## src/hw/rtl/swlrl_pkg.sv

```systemverilog
`default_nettype none
package swlrl_pkg;

    localparam int CLIENTS    = 8;
    localparam int RING_SLOTS = 1024;
    localparam int RINGS      = CLIENTS * 3;
    localparam int MEM_DEPTH  = RINGS * RING_SLOTS;

    localparam int RING_W = (RINGS > 1) ? $clog2(RINGS) : 1;
    localparam int SLOT_W = $clog2(RING_SLOTS);
    localparam int FILL_W = $clog2(RING_SLOTS + 1);
    localparam int ADDR_W = $clog2(MEM_DEPTH);

    localparam int STAMP_W = 32;
    localparam int LIMIT_W = 11;
    localparam int RETRY_W = 12;
    localparam int CFG_W   = 3;

    localparam logic [STAMP_W-1:0] MINUTE_WIN = STAMP_W'(60);
    localparam logic [STAMP_W-1:0] HOUR_WIN   = STAMP_W'(3600);
    localparam logic [RETRY_W-1:0] RETRY_MAX  = RETRY_W'(3600);

    // operation codes
    localparam logic [1:0] FUNC_CHECK     = 2'd0;
    localparam logic [1:0] FUNC_RECORD    = 2'd1;
    localparam logic [1:0] FUNC_CLR_ONE   = 2'd2;
    localparam logic [1:0] FUNC_CLR_ALL   = 2'd3;

    // request classes
    localparam logic [1:0] CLS_QUERY = 2'd0;
    localparam logic [1:0] CLS_WRITE = 2'd1;
    localparam logic [1:0] CLS_DDL   = 2'd2;

    localparam logic [2:0] TIER_WRITE = 3'd3;
    localparam logic [2:0] TIER_DDL   = 3'd4;

    // register indexes
    localparam logic [CFG_W-1:0] REG_QUERY_MIN  = CFG_W'(0);
    localparam logic [CFG_W-1:0] REG_QUERY_HOUR = CFG_W'(1);
    localparam logic [CFG_W-1:0] REG_WRITE_MIN  = CFG_W'(2);
    localparam logic [CFG_W-1:0] REG_DDL_MIN    = CFG_W'(3);

    typedef struct packed {
        logic [FILL_W-1:0]  cnt;
        logic [STAMP_W-1:0] oldest;
    } t_win_acc;

    typedef struct packed {
        logic in_min;
        logic in_hour;
    } t_win_hit;

    // wrap a slot sum that stays below twice the ring size
    function automatic logic [SLOT_W-1:0] slot_wrap(input logic [SLOT_W:0] s);
        logic [SLOT_W:0] r;
        r = s;
        if (s >= (SLOT_W+1)'(RING_SLOTS)) begin
            r = s - (SLOT_W+1)'(RING_SLOTS);
        end
        return r[SLOT_W-1:0];
    endfunction

    function automatic logic [ADDR_W-1:0] mem_addr(input logic [RING_W-1:0] ring,
                                                   input logic [SLOT_W-1:0] slot);
        return ADDR_W'(ring) * ADDR_W'(RING_SLOTS) + ADDR_W'(slot);
    endfunction

    // win - (now - oldest), saturated to 1..RETRY_MAX
    function automatic logic [RETRY_W-1:0] sat_retry(input logic [STAMP_W-1:0] win,
                                                     input logic [STAMP_W-1:0] now,
                                                     input logic [STAMP_W-1:0] oldest);
        logic signed [STAMP_W+1:0] d;
        logic signed [STAMP_W+1:0] r;
        logic [RETRY_W-1:0]        q;
        d = $signed({2'b00, now}) - $signed({2'b00, oldest});
        r = $signed({2'b00, win}) - d;
        if (r < 1) begin
            q = RETRY_W'(1);
        end else if (r > $signed((STAMP_W+2)'(RETRY_MAX))) begin
            q = RETRY_MAX;
        end else begin
            q = r[RETRY_W-1:0];
        end
        return q;
    endfunction

endpackage
`default_nettype wire

```

## src/hw/rtl/swlrl_acc.sv

```systemverilog
`default_nettype none
module swlrl_acc
    import swlrl_pkg::*;
(
    input  wire logic               i_clk,
    input  wire logic               i_clear,
    input  wire logic               i_en,
    input  wire logic [STAMP_W-1:0] i_now,
    input  wire logic [STAMP_W-1:0] i_stamp,
    output t_win_hit                o_hit,
    output t_win_acc                o_min,
    output t_win_acc                o_hour
);

    t_win_acc r_min, r_hour, n_min, n_hour;
    logic     r_have_min, r_have_hour, n_have_min, n_have_hour;

    // window compare: early time puts every stamp inside the window
    always_comb begin
        o_hit.in_min  = (i_now < MINUTE_WIN) || (i_stamp > i_now - MINUTE_WIN);
        o_hit.in_hour = (i_now < HOUR_WIN)   || (i_stamp > i_now - HOUR_WIN);
    end

    // count and oldest stamp per window
    always_comb begin
        n_min       = r_min;
        n_hour      = r_hour;
        n_have_min  = r_have_min;
        n_have_hour = r_have_hour;
        if (i_clear) begin
            n_min       = '{cnt: '0, oldest: i_now};
            n_hour      = '{cnt: '0, oldest: i_now};
            n_have_min  = 1'b0;
            n_have_hour = 1'b0;
        end else if (i_en) begin
            if (o_hit.in_min) begin
                n_min.cnt  = r_min.cnt + FILL_W'(1);
                n_have_min = 1'b1;
                if (!r_have_min || i_stamp < r_min.oldest) begin
                    n_min.oldest = i_stamp;
                end
            end
            if (o_hit.in_hour) begin
                n_hour.cnt  = r_hour.cnt + FILL_W'(1);
                n_have_hour = 1'b1;
                if (!r_have_hour || i_stamp < r_hour.oldest) begin
                    n_hour.oldest = i_stamp;
                end
            end
        end
    end

    always_ff @(posedge i_clk) begin
        r_min       <= n_min;
        r_hour      <= n_hour;
        r_have_min  <= n_have_min;
        r_have_hour <= n_have_hour;
    end

    // an empty window reports the current time as its oldest stamp
    assign o_min  = '{cnt: r_min.cnt,  oldest: r_have_min  ? r_min.oldest  : i_now};
    assign o_hour = '{cnt: r_hour.cnt, oldest: r_have_hour ? r_hour.oldest : i_now};

endmodule
`default_nettype wire

```

## config.mk

```make
export PLATFORM = sky130hd
export DESIGN_NAME = swlrl_acc
export DESIGN_NICKNAME = d
export VERILOG_FILES = /design/src/hw/rtl/swlrl_pkg.sv /design/src/hw/rtl/swlrl_acc.sv
export SDC_FILE = /design/constraint.sdc
export NUM_CORES = 1
export LEC_CHECK = 0
export ABC_AREA = 1
export BUFFER_PORTS_ARGS = -buffer_cell sky130_fd_sc_hd__buf_4
export CORE_ASPECT_RATIO = 0.75
export CORE_UTILIZATION = 52
export DETAILED_ROUTE_END_ITERATION = 8
export PLACE_DENSITY = 0.78
export SYNTH_ARGS = -nofsm -noshare
export SYNTH_HDL_FRONTEND = slang
export SYNTH_SLANG_ARGS = --single-unit
```

## constraint.sdc

```tcl
create_clock -name i_clk -period 4 [get_ports i_clk]
set_clock_uncertainty 0.2 [all_clocks]
set_input_delay 0.4 -clock i_clk [delete_from_list [all_inputs] [get_ports i_clk]]
set_output_delay 0.4 -clock i_clk [all_outputs]
set_load 0.02 [all_outputs]
```

Word level (Yosys, flattened, before mapping). Index checks and enable logic that the tools add are counted. W data, S select, Z words.

Register bits: 88. Input bits: 67.

Multiplexer cells: 10. Order comparisons: 6. Reductions and logical operators: 15. Add/subtract/negate cells: 4.

Operators by type and width (count): $mux W32 (10); $gt A32 B32 Y1 (2); $lt A32 B32 Y1 (2); $lt A32 B12 Y1 const B (1); $lt A32 B6 Y1 const B (1); $sub A32 B12 Y32 const B (1); $sub A32 B6 Y32 const B (1); $add A11 B1 Y11 const B (2); $reduce_bool A2 Y1 (5); $reduce_and A3 Y1 (2); $logic_or A1 B1 Y1 (4); $reduce_and A2 Y1 (2); $logic_not A1 Y1 (2).

Depth between registers and ports, before layout. Gate-level depths: netlist (run 1).

Word-level depth: 6. Mapped depth: 25. Mapped depth without buffers: 25.

Worst setup path before layout (run 1). OpenSTA, ideal clock, no wires.

Path type: input to register. Start point: in i_now[2]. End point: reg r_min[0] in the netlist's numbering (enable). Buffers on the path: 0. Stages on the path: 21. Path slack: 0.056 ns. Arrival time: 3.354 ns. Setup time: 0.390 ns. Path through: ha_1 -> nand2_1 -> nand2_4 -> nor4_2 -> nand2_1 -> nor3_2 -> nand3_1 -> xor2_1 -> ha_1 -> nand2_1 -> nor2_1 -> nand2_1 -> nor2_1 -> nand2_1 -> nand2_1 -> nand2_1 -> nand2_4 -> nand2_1 -> inv_1 -> nand2_1 -> nand2_1.

Cells in the longest elaborated chain, start to end: 5. Elaborated cells on any way between the ends: 6. Those cells by class: add/sub (1); order compare (2); reduce/logical (3).

Ends and longest elaborated chain: from (decl) (line swlrl_acc.sv:8) `input wire logic [STAMP_W-1:0] i_now,`; $sub A32 B6 Y32 (line swlrl_acc.sv:20) `o_hit.in_min = (i_now < MINUTE_WIN) || (i_stamp > i_now - MINUTE_WIN);`; $gt A32 B32 Y1 (line swlrl_acc.sv:20); $logic_or A1 B1 Y1 (*) (line swlrl_acc.sv:20); $reduce_bool A2 Y1 (no source line) (*); $reduce_and A3 Y1 (no source line) (*); to (signal assigned) (line swlrl_acc.sv:54) `r_min <= n_min;`; to (decl) (line swlrl_acc.sv:15) `t_win_acc r_min, r_hour, n_min, n_hour;`.

Mark *: on every way between the ends. The rest lies on a longest branch, timed or not. A chain may end at the register's enable or synchronous reset.

==> results of run 1 <==
-- cell usage in the layout, fill, tap and decap left out, types with 2 or more instances in the layout --
cell type                     n
sky130_fd_sc_hd__nand2_1    278
sky130_fd_sc_hd__buf_4      165
sky130_fd_sc_hd__inv_1      161
sky130_fd_sc_hd__ha_1       128
sky130_fd_sc_hd__nor2_1     112
sky130_fd_sc_hd__o21ai_0    110
sky130_fd_sc_hd__a21oi_1     79
sky130_fd_sc_hd__edfxtp_1    64
sky130_fd_sc_hd__xor2_1      49
sky130_fd_sc_hd__nand3_1     40
sky130_fd_sc_hd__dfxtp_1     22
sky130_fd_sc_hd__nand4_1     17
sky130_fd_sc_hd__clkbuf_16    9
sky130_fd_sc_hd__inv_2        8
sky130_fd_sc_hd__nor3_1       8
sky130_fd_sc_hd__nand2_2      6
sky130_fd_sc_hd__nor2_2       6
sky130_fd_sc_hd__o21a_1       5
sky130_fd_sc_hd__a21o_1       3
sky130_fd_sc_hd__nand2_4      3
sky130_fd_sc_hd__nor3_4       3
sky130_fd_sc_hd__a211oi_1     3
sky130_fd_sc_hd__o211ai_1     3
sky130_fd_sc_hd__buf_12       3
sky130_fd_sc_hd__nand3_2      2
sky130_fd_sc_hd__nor4_1       2
sky130_fd_sc_hd__nor3_2       2
sky130_fd_sc_hd__xnor2_1      2
sky130_fd_sc_hd__nand3b_1     2
sky130_fd_sc_hd__nor3b_1      2
sky130_fd_sc_hd__clkinv_2     2
sky130_fd_sc_hd__inv_6        2
sky130_fd_sc_hd__buf_6        2
sky130_fd_sc_hd__dfxtp_2      2
-- cells by family after synthesis --
kind of cell,after synthesis,synth area share
adder cells (fa/ha/maj),129,0.188
buffers and inverters,223,0.113
XOR/XNOR,51,0.0522
AND/OR/NAND/NOR,489,0.242
AO/OA/AOI/OAI,204,0.124
flip-flops,88,0.281
-- worst paths after layout --
check                  start          end  slack [ns]  cells after the start
hold / removal       i_clear  r_have_hour        0.04                      2
setup reg to reg    r_min[5]    r_min[15]        1.29                     14
setup / recovery    i_now[4]     o_hit[1]        0.23                     19
hold reg to reg   o_hour[42]   o_hour[42]        0.32                      2
-- power by group through the flow --
stage | clock [mW] | combinational (mW) | sequential (mW)
after floorplan | 0 | 0.623 | 1.11
after global placement | 0 | 0.937 | 1.15
after detailed placement | 0 | 0.965 | 1.15
after CTS | 0.829 | 0.970 | 1.14
after global routing | 0.859 | 1.10 | 1.15
final | 0.815 | 0.976 | 1.14
-- state kept, by name, indices dropped and copies added (netlist names) --
register,cells
o_min,11
r_have_hour,1
o_hour,11
r_have_min,1
r_min,32
r_hour,32
-- area by class of cell --
| type | instances | share of cell area |
|---|---|---|
| timing repair buffer | 170 | 0.130 |
| tap | 210 | 0.0259 |
| sequential | 88 | 0.237 |
| clock buffer | 10 | 0.0235 |
| multi-input combinational | 873 | 0.517 |
| inverter | 170 | 0.0628 |
| clock inverter | 6 | 0.00407 |
-- layer usage --
layer	share of wire	wire length, um
met1	0.46	10700
met2	0.43	9970
met3	0.085	1970
met4	0.026	604
met5	0	0
-- per-stage QoR --
step	area [um2]	setup TNS [ns]	hold slack [ns]	setup WS, ns	total power [mW]
2_1_floorplan	8560	0	0.260	0.0564	1.74
3_3_place_gp	9810	0	0.292	0.139	2.09
3_5_place_dp	9810	0	0.305	0.0778	2.12
4_1_cts	10100	0	0.0357	0.0914	2.94
5_1_grt	10200	-0.00443	0.0442	-0.00242	3.10
6_report	10200	0	0.0441	0.225	2.93
-- what timing repair did --
item / CTS / global route
endpoints found under the setup margin: 0 / 2
setup buffers: 0 / 0
gates resized for setup: 0 / 14
endpoints found under the hold margin: 0 / 0
==> summary.md, run 1 <==
| Metric | Value |
|---|---|
| Overflow left after global routing | 0 |
| Final worst-path cycle share | 0.944 |
| RSZ-0062 raised after global routing | yes |
| Pin count of the biggest net entering global routing | 67 |
| Fraction of final layout cells sized beyond drive strength 1 | 0.169 |
| Start-to-end type of the worst setup path | input pin to primary output |
| Internal | 1.89 mW |
| Part of the power in combinational logic | 0.333 |
| Detailed Route Iter0 Violations | 533 |
| Net count reported at finish | 1508 |
| Buffer depth of the longest clock path | 2 |
| Remaining DRCs | 0 |
| Worst relative slew slack | 0.212 |
| Fraction of power consumed by sequential logic | 0.388 |
| Peak clock frequency supported by timing | 265 MHz |
| Cell types occupying the most area after synthesis | sky130_fd_sc_hd__edfxtp_1 (22%), sky130_fd_sc_hd__ha_1 (19%), sky130_fd_sc_hd__nand2_1 (12%) |
| Number of CTS-inserted buffers | 9 |
| IO Pins | 155 |
| Pwr dens | 288 nW/um2 |
| Total Routing Usage GR | 0.282 |
| Clock network latency to the later pin of the worst-skew pair | 0.35 ns |
| First-pass GRT wire length | 37.6 mm |
| Share of total power in the clock network | 0.278 |
| FF+latch count, synth | 88 |
| Worst-path fanout max | 23 |
| Switching component of the power | 1.03 mW |
| Setup violation total in the final timing report | 0 |
| Tightest Pin Transition | 1.18 ns |
| Via/cell ratio | 5.36 |
| Area of the core | 16100 um2 |
| Buf/Inv on CP | 4 |
| Required time of the worst setup path | 3.40 ns |
| Synthesized area per cell | 7.23 um2 |
| Cells after Synth | 1184 |
| Multi-input logic area | 5250 um2 |
| Dominant cell type by count on the critical path | sky130_fd_sc_hd__nand2_1 |
| FF+latch area | 2400 um2 |
| CTS H-tree depth | 3 |
| Post-synth ARST share | 0 |
| Met1 routing resource usage after global routing | 0.390 |
| Family of cells with the greatest summed delay on the critical path | simple AND/OR/NAND/NOR gates |
| Net count after synthesis | 1380 |
| Number of antenna violations at the first check in global routing | 0 |
| Number of global-route vias before repair | 7793 |
| Total wire length | 23.2 mm |
| Final number of hold-violating endpoints | 0 |
| # diodes | 0 |
| Critical-path top delay cell | sky130_fd_sc_hd__nor3_1 |
| Initial cell density of the core | 0.533 |
| Die width | 150 um |
| Die height | 113 um |
| Sequential element share of the synthesized area | 0.281 |
| HP Class | input pin to flip-flop |
| Data arrival at the endpoint of the critical path | 3.17 ns |
| Worst setup EP type | primary output |
| Number of placed instances, taps included | 1511 |
| Site Rows | 40 |
| Final antenna-violating net count | 0 |
| Count of flip-flops with a built-in enable after synthesis | 64 |
| Gpl congestion | 0.934 |
| Most instantiated flip-flop cell in the synthesis netlist | sky130_fd_sc_hd__edfxtp_1 |
| CTS Hold Buffers Added | 0 |
| Slowest Stage Delay on Critical Path | 0.37 ns |
| First-pass iteration count of the detailed router | 5 |
| Clk sink count | 88 |
| CTS tree | yes |
| Post-layout instance count excluding filler cells | 1527 |
| Post-DP HPWL | 18.6 mm |
| Run status | finished clean |
| Final core occ | 0.632 |
| Leading post-synthesis cells by instance count | sky130_fd_sc_hd__nand2_1 (280), sky130_fd_sc_hd__inv_1 (162), sky130_fd_sc_hd__ha_1 (129) |
| Drt wl/cell | 15.2 um |
| Number of warnings issued by yosys | 0 |
| Critical path cell sequence | buf_4 -> inv_1 -> nor3_1 -> nand2_2 -> nand4_1 -> or2_2 -> nor2_1 -> xor2_1 -> ha_1 -> nand2_1 -> nor2_1 -> nand4_1 -> nor2_1 -> nand2_1 -> nand2_1 -> nand2_1 -> nand2_4 -> buf_6 -> buf_4 |
| Worst IR Drop VDD | 0.213 mV |
| Critical path launch point type | input pin |
| DR vias | 8191 |
| P_leak | 5.00 nW |
| CTS root buf | sky130_fd_sc_hd__clkbuf_16 |
| Fillcell total | 1471 |
| Area leader, netlist | sky130_fd_sc_hd__edfxtp_1 |
| Most frequent cell after synthesis | sky130_fd_sc_hd__nand2_1 |
| Met2 routing resource usage after global routing | 0.433 |
| Die Outline Area | 17000 um2 |
| Fraction of power spent switching nets | 0.353 |
| GRT met3 Usage | 0.0657 |
| Clk slew on worst S/H paths | 0.07 ns |
| Maximum Capacitance Violations | 0 |
| Post-synth top area share | 0.224 |
| Global-route layer with the greatest usage | met2 |
| Post-synthesis cell area | 8560 um2 |
| Final critical-path required period | 3.77 ns |
| Final-report max-slew violation count | 0 |
| Distinct cells, synth | 39 |
| Number of buffers added on ports | 154 |
| Area delta synth->final | 18.6% |
No activity file was read; power rests on OpenSTA's default activity.
==> run 2: changes to the inputs <==
Settings changed: CORE_UTILIZATION 52 to 35, PLACE_DENSITY 0.78 to default.
==> summary.md, run 2 (synthesis gave the netlist of run 1 again) <==
| Metric | Value |
|---|---|
| Run status | finished clean |
| Dominant cell type by count on the critical path | sky130_fd_sc_hd__nand2_1 |
| Maximum Capacitance Violations | 0 |
| Slowest Stage Delay on Critical Path | 0.27 ns |
| Worst-path fanout max | 11 |
| Final setup TNS | 0 ns |
| Via/cell ratio | 4.85 |
| DR vias | 8030 |
| Post-route standard cell area excluding fillers | 10300 um2 |
| Worst-case register-to-register setup slack | 1.31 ns |
| CTS H-tree depth | 3 |
| Worst setup EP type | primary output |
| Number of CTS-inserted buffers | 9 |
| Final worst-path cycle share | 0.940 |
| Net count reported at finish | 1514 |
| Clk sink count | 88 |
| RSZ-0062 raised after global routing | no |
| Final core occ | 0.428 |
| Largest registers | r_hour (32), r_min (32) |
| Setup violation total in the final timing report | 0 |
| Clk slew on worst S/H paths | 0.07 ns |
| Final number of hold-violating endpoints | 0 |
| Total Routing Usage GR | 0.212 |
| Worst relative slew slack | 0.491 |
| Required time of the worst setup path | 3.40 ns |
| Min-Delay Endpoint | r_have_hour |
| Detailed Route Iter0 Violations | 600 |
| CTS tree | yes |
| First-pass GRT wire length | 41.2 mm |
| Critical-path top delay cell | sky130_fd_sc_hd__ha_1 |
| Hold path startpoint | i_clear |
| Pre-CTS setup slack | -0.0181 ns |
| Family of cells with the greatest summed delay on the critical path | simple AND/OR/NAND/NOR gates |
| Start-to-end type of the worst setup path | input pin to primary output |
| IO Pins | 155 |
| Area delta synth->final | 19.9% |
| Total wire length | 25.9 mm |
| Die Outline Area | 25100 um2 |
| Placed inst area | 9980 um2 |
| Data arrival at the endpoint of the critical path | 3.16 ns |
| CTS root buf | sky130_fd_sc_hd__clkbuf_16 |
| First-pass iteration count of the detailed router | 5 |
| HP Class | input pin to flip-flop |
| Gpl congestion | 0.954 |
| Number of antenna violations at the first check in global routing | 0 |
| Pin count of the biggest net entering global routing | 46 |
| Clock network latency to the later pin of the worst-skew pair | 0.36 ns |
| Tightest Pin Transition | 0.764 ns |
| Final antenna-violating net count | 0 |
| CTS Hold Buffers Added | 0 |
| Fraction of final layout cells sized beyond drive strength 1 | 0.167 |
| Minimum hold slack | 0.0420 ns |
| Peak clock frequency supported by timing | 266 MHz |
| Commonest non-fill, non-tap cells in the layout | sky130_fd_sc_hd__nand2_1 (280), sky130_fd_sc_hd__buf_4 (175), sky130_fd_sc_hd__inv_1 (161) |
| Post-DP HPWL | 21.1 mm |
| Number of global-route vias before repair | 7643 |
| # diodes | 0 |
| Most frequent standard cell in the layout excluding fill and tap cells | sky130_fd_sc_hd__nand2_1 |
| Buffer depth of the longest clock path | 2 |
| Post-layout instance count excluding filler cells | 1654 |
| Site Rows | 49 |
| Initial cell density of the core | 0.357 |
| Final-report max-slew violation count | 0 |
| Number of buffers added on ports | 154 |
| P_leak | 4.99 nW |
| Pwr dens | 287 nW/um2 |
| Number of placed instances, taps included | 1638 |
| Worst setup slack after layout | 0.239 ns |
| Die height | 137 um |
| Endpoint of the lowest-slack register-to-register path | r_hour[18] |
| Remaining DRCs | 0 |
| Drt wl/cell | 15.6 um |
| Die width | 183 um |
| Final critical-path required period | 3.76 ns |
| Worst IR Drop VDD | 0.192 mV |
| Area of the core | 24000 um2 |
| Buf/Inv on CP | 3 |
| Critical path launch point type | input pin |
| Reg-to-reg critical path startpoint | r_hour[5] |
| Overflow left after global routing | 0 |
| Depth of the worst register-to-register path | 14 |
| Total power consumption of the routed design | 2.95 mW |
| Worst hold path cell count | 2 |
| Critical path cell sequence | buf_4 -> ha_1 -> nand2_1 -> nand2_4 -> nor4_4 -> nand2_1 -> nor3_2 -> nand3_1 -> xor2_1 -> ha_1 -> nand2_1 -> nor2_1 -> nand2_1 -> nor2_1 -> nand2_1 -> nand2_1 -> nand2_1 -> nand2_4 -> buf_4 -> buf_4 |
[run 2: worst max path at each step]
stage / slack [ns] / endpoint / start / depth (start not counted)
floorplan: 0.06 / r_min[0] / i_now[2] / 21
global placement: 0.06 / r_hour[19] / i_now[4] / 24
detailed placement: -0.02 / r_min[4] / i_now[2] / 23
CTS: 0.17 / o_hit[1] / i_now[2] / 20
global route: 0.02 / o_hit[1] / i_now[4] / 18
finish: 0.24 / o_hit[1] / i_now[2] / 20
[run 2: area by class of cell]
class | instances | area, um2
flip-flops and latches | 88 | 2400
inverters | 170 | 638
multi-input cells | 873 | 5200
fillers | 2528 | 13700
clock buffers | 10 | 229
clock inverters | 6 | 46.3
repair buffers | 176 | 1330
well taps | 331 | 414
[run 2: layer usage]
layer	GRT usage	vias to the layer above	share of wire
met5	0	-	0
met4	0.0345	0	0.0068
met3	0.0352	13	0.064
met2	0.331	249	0.42
met1	0.309	3631	0.51
li1	-	4137	-
[run 2: what timing repair did]
item	4_1_cts	5_1_grt
buffers inserted	0	0
endpoints found under the setup margin	0	29
gates resized for setup	0	2
[run 2: power by group]
group | switching, mW | internal [mW]
sequential | 0.0601 | 1.07
clock | 0.395 | 0.430
combinational | 0.615 | 0.385
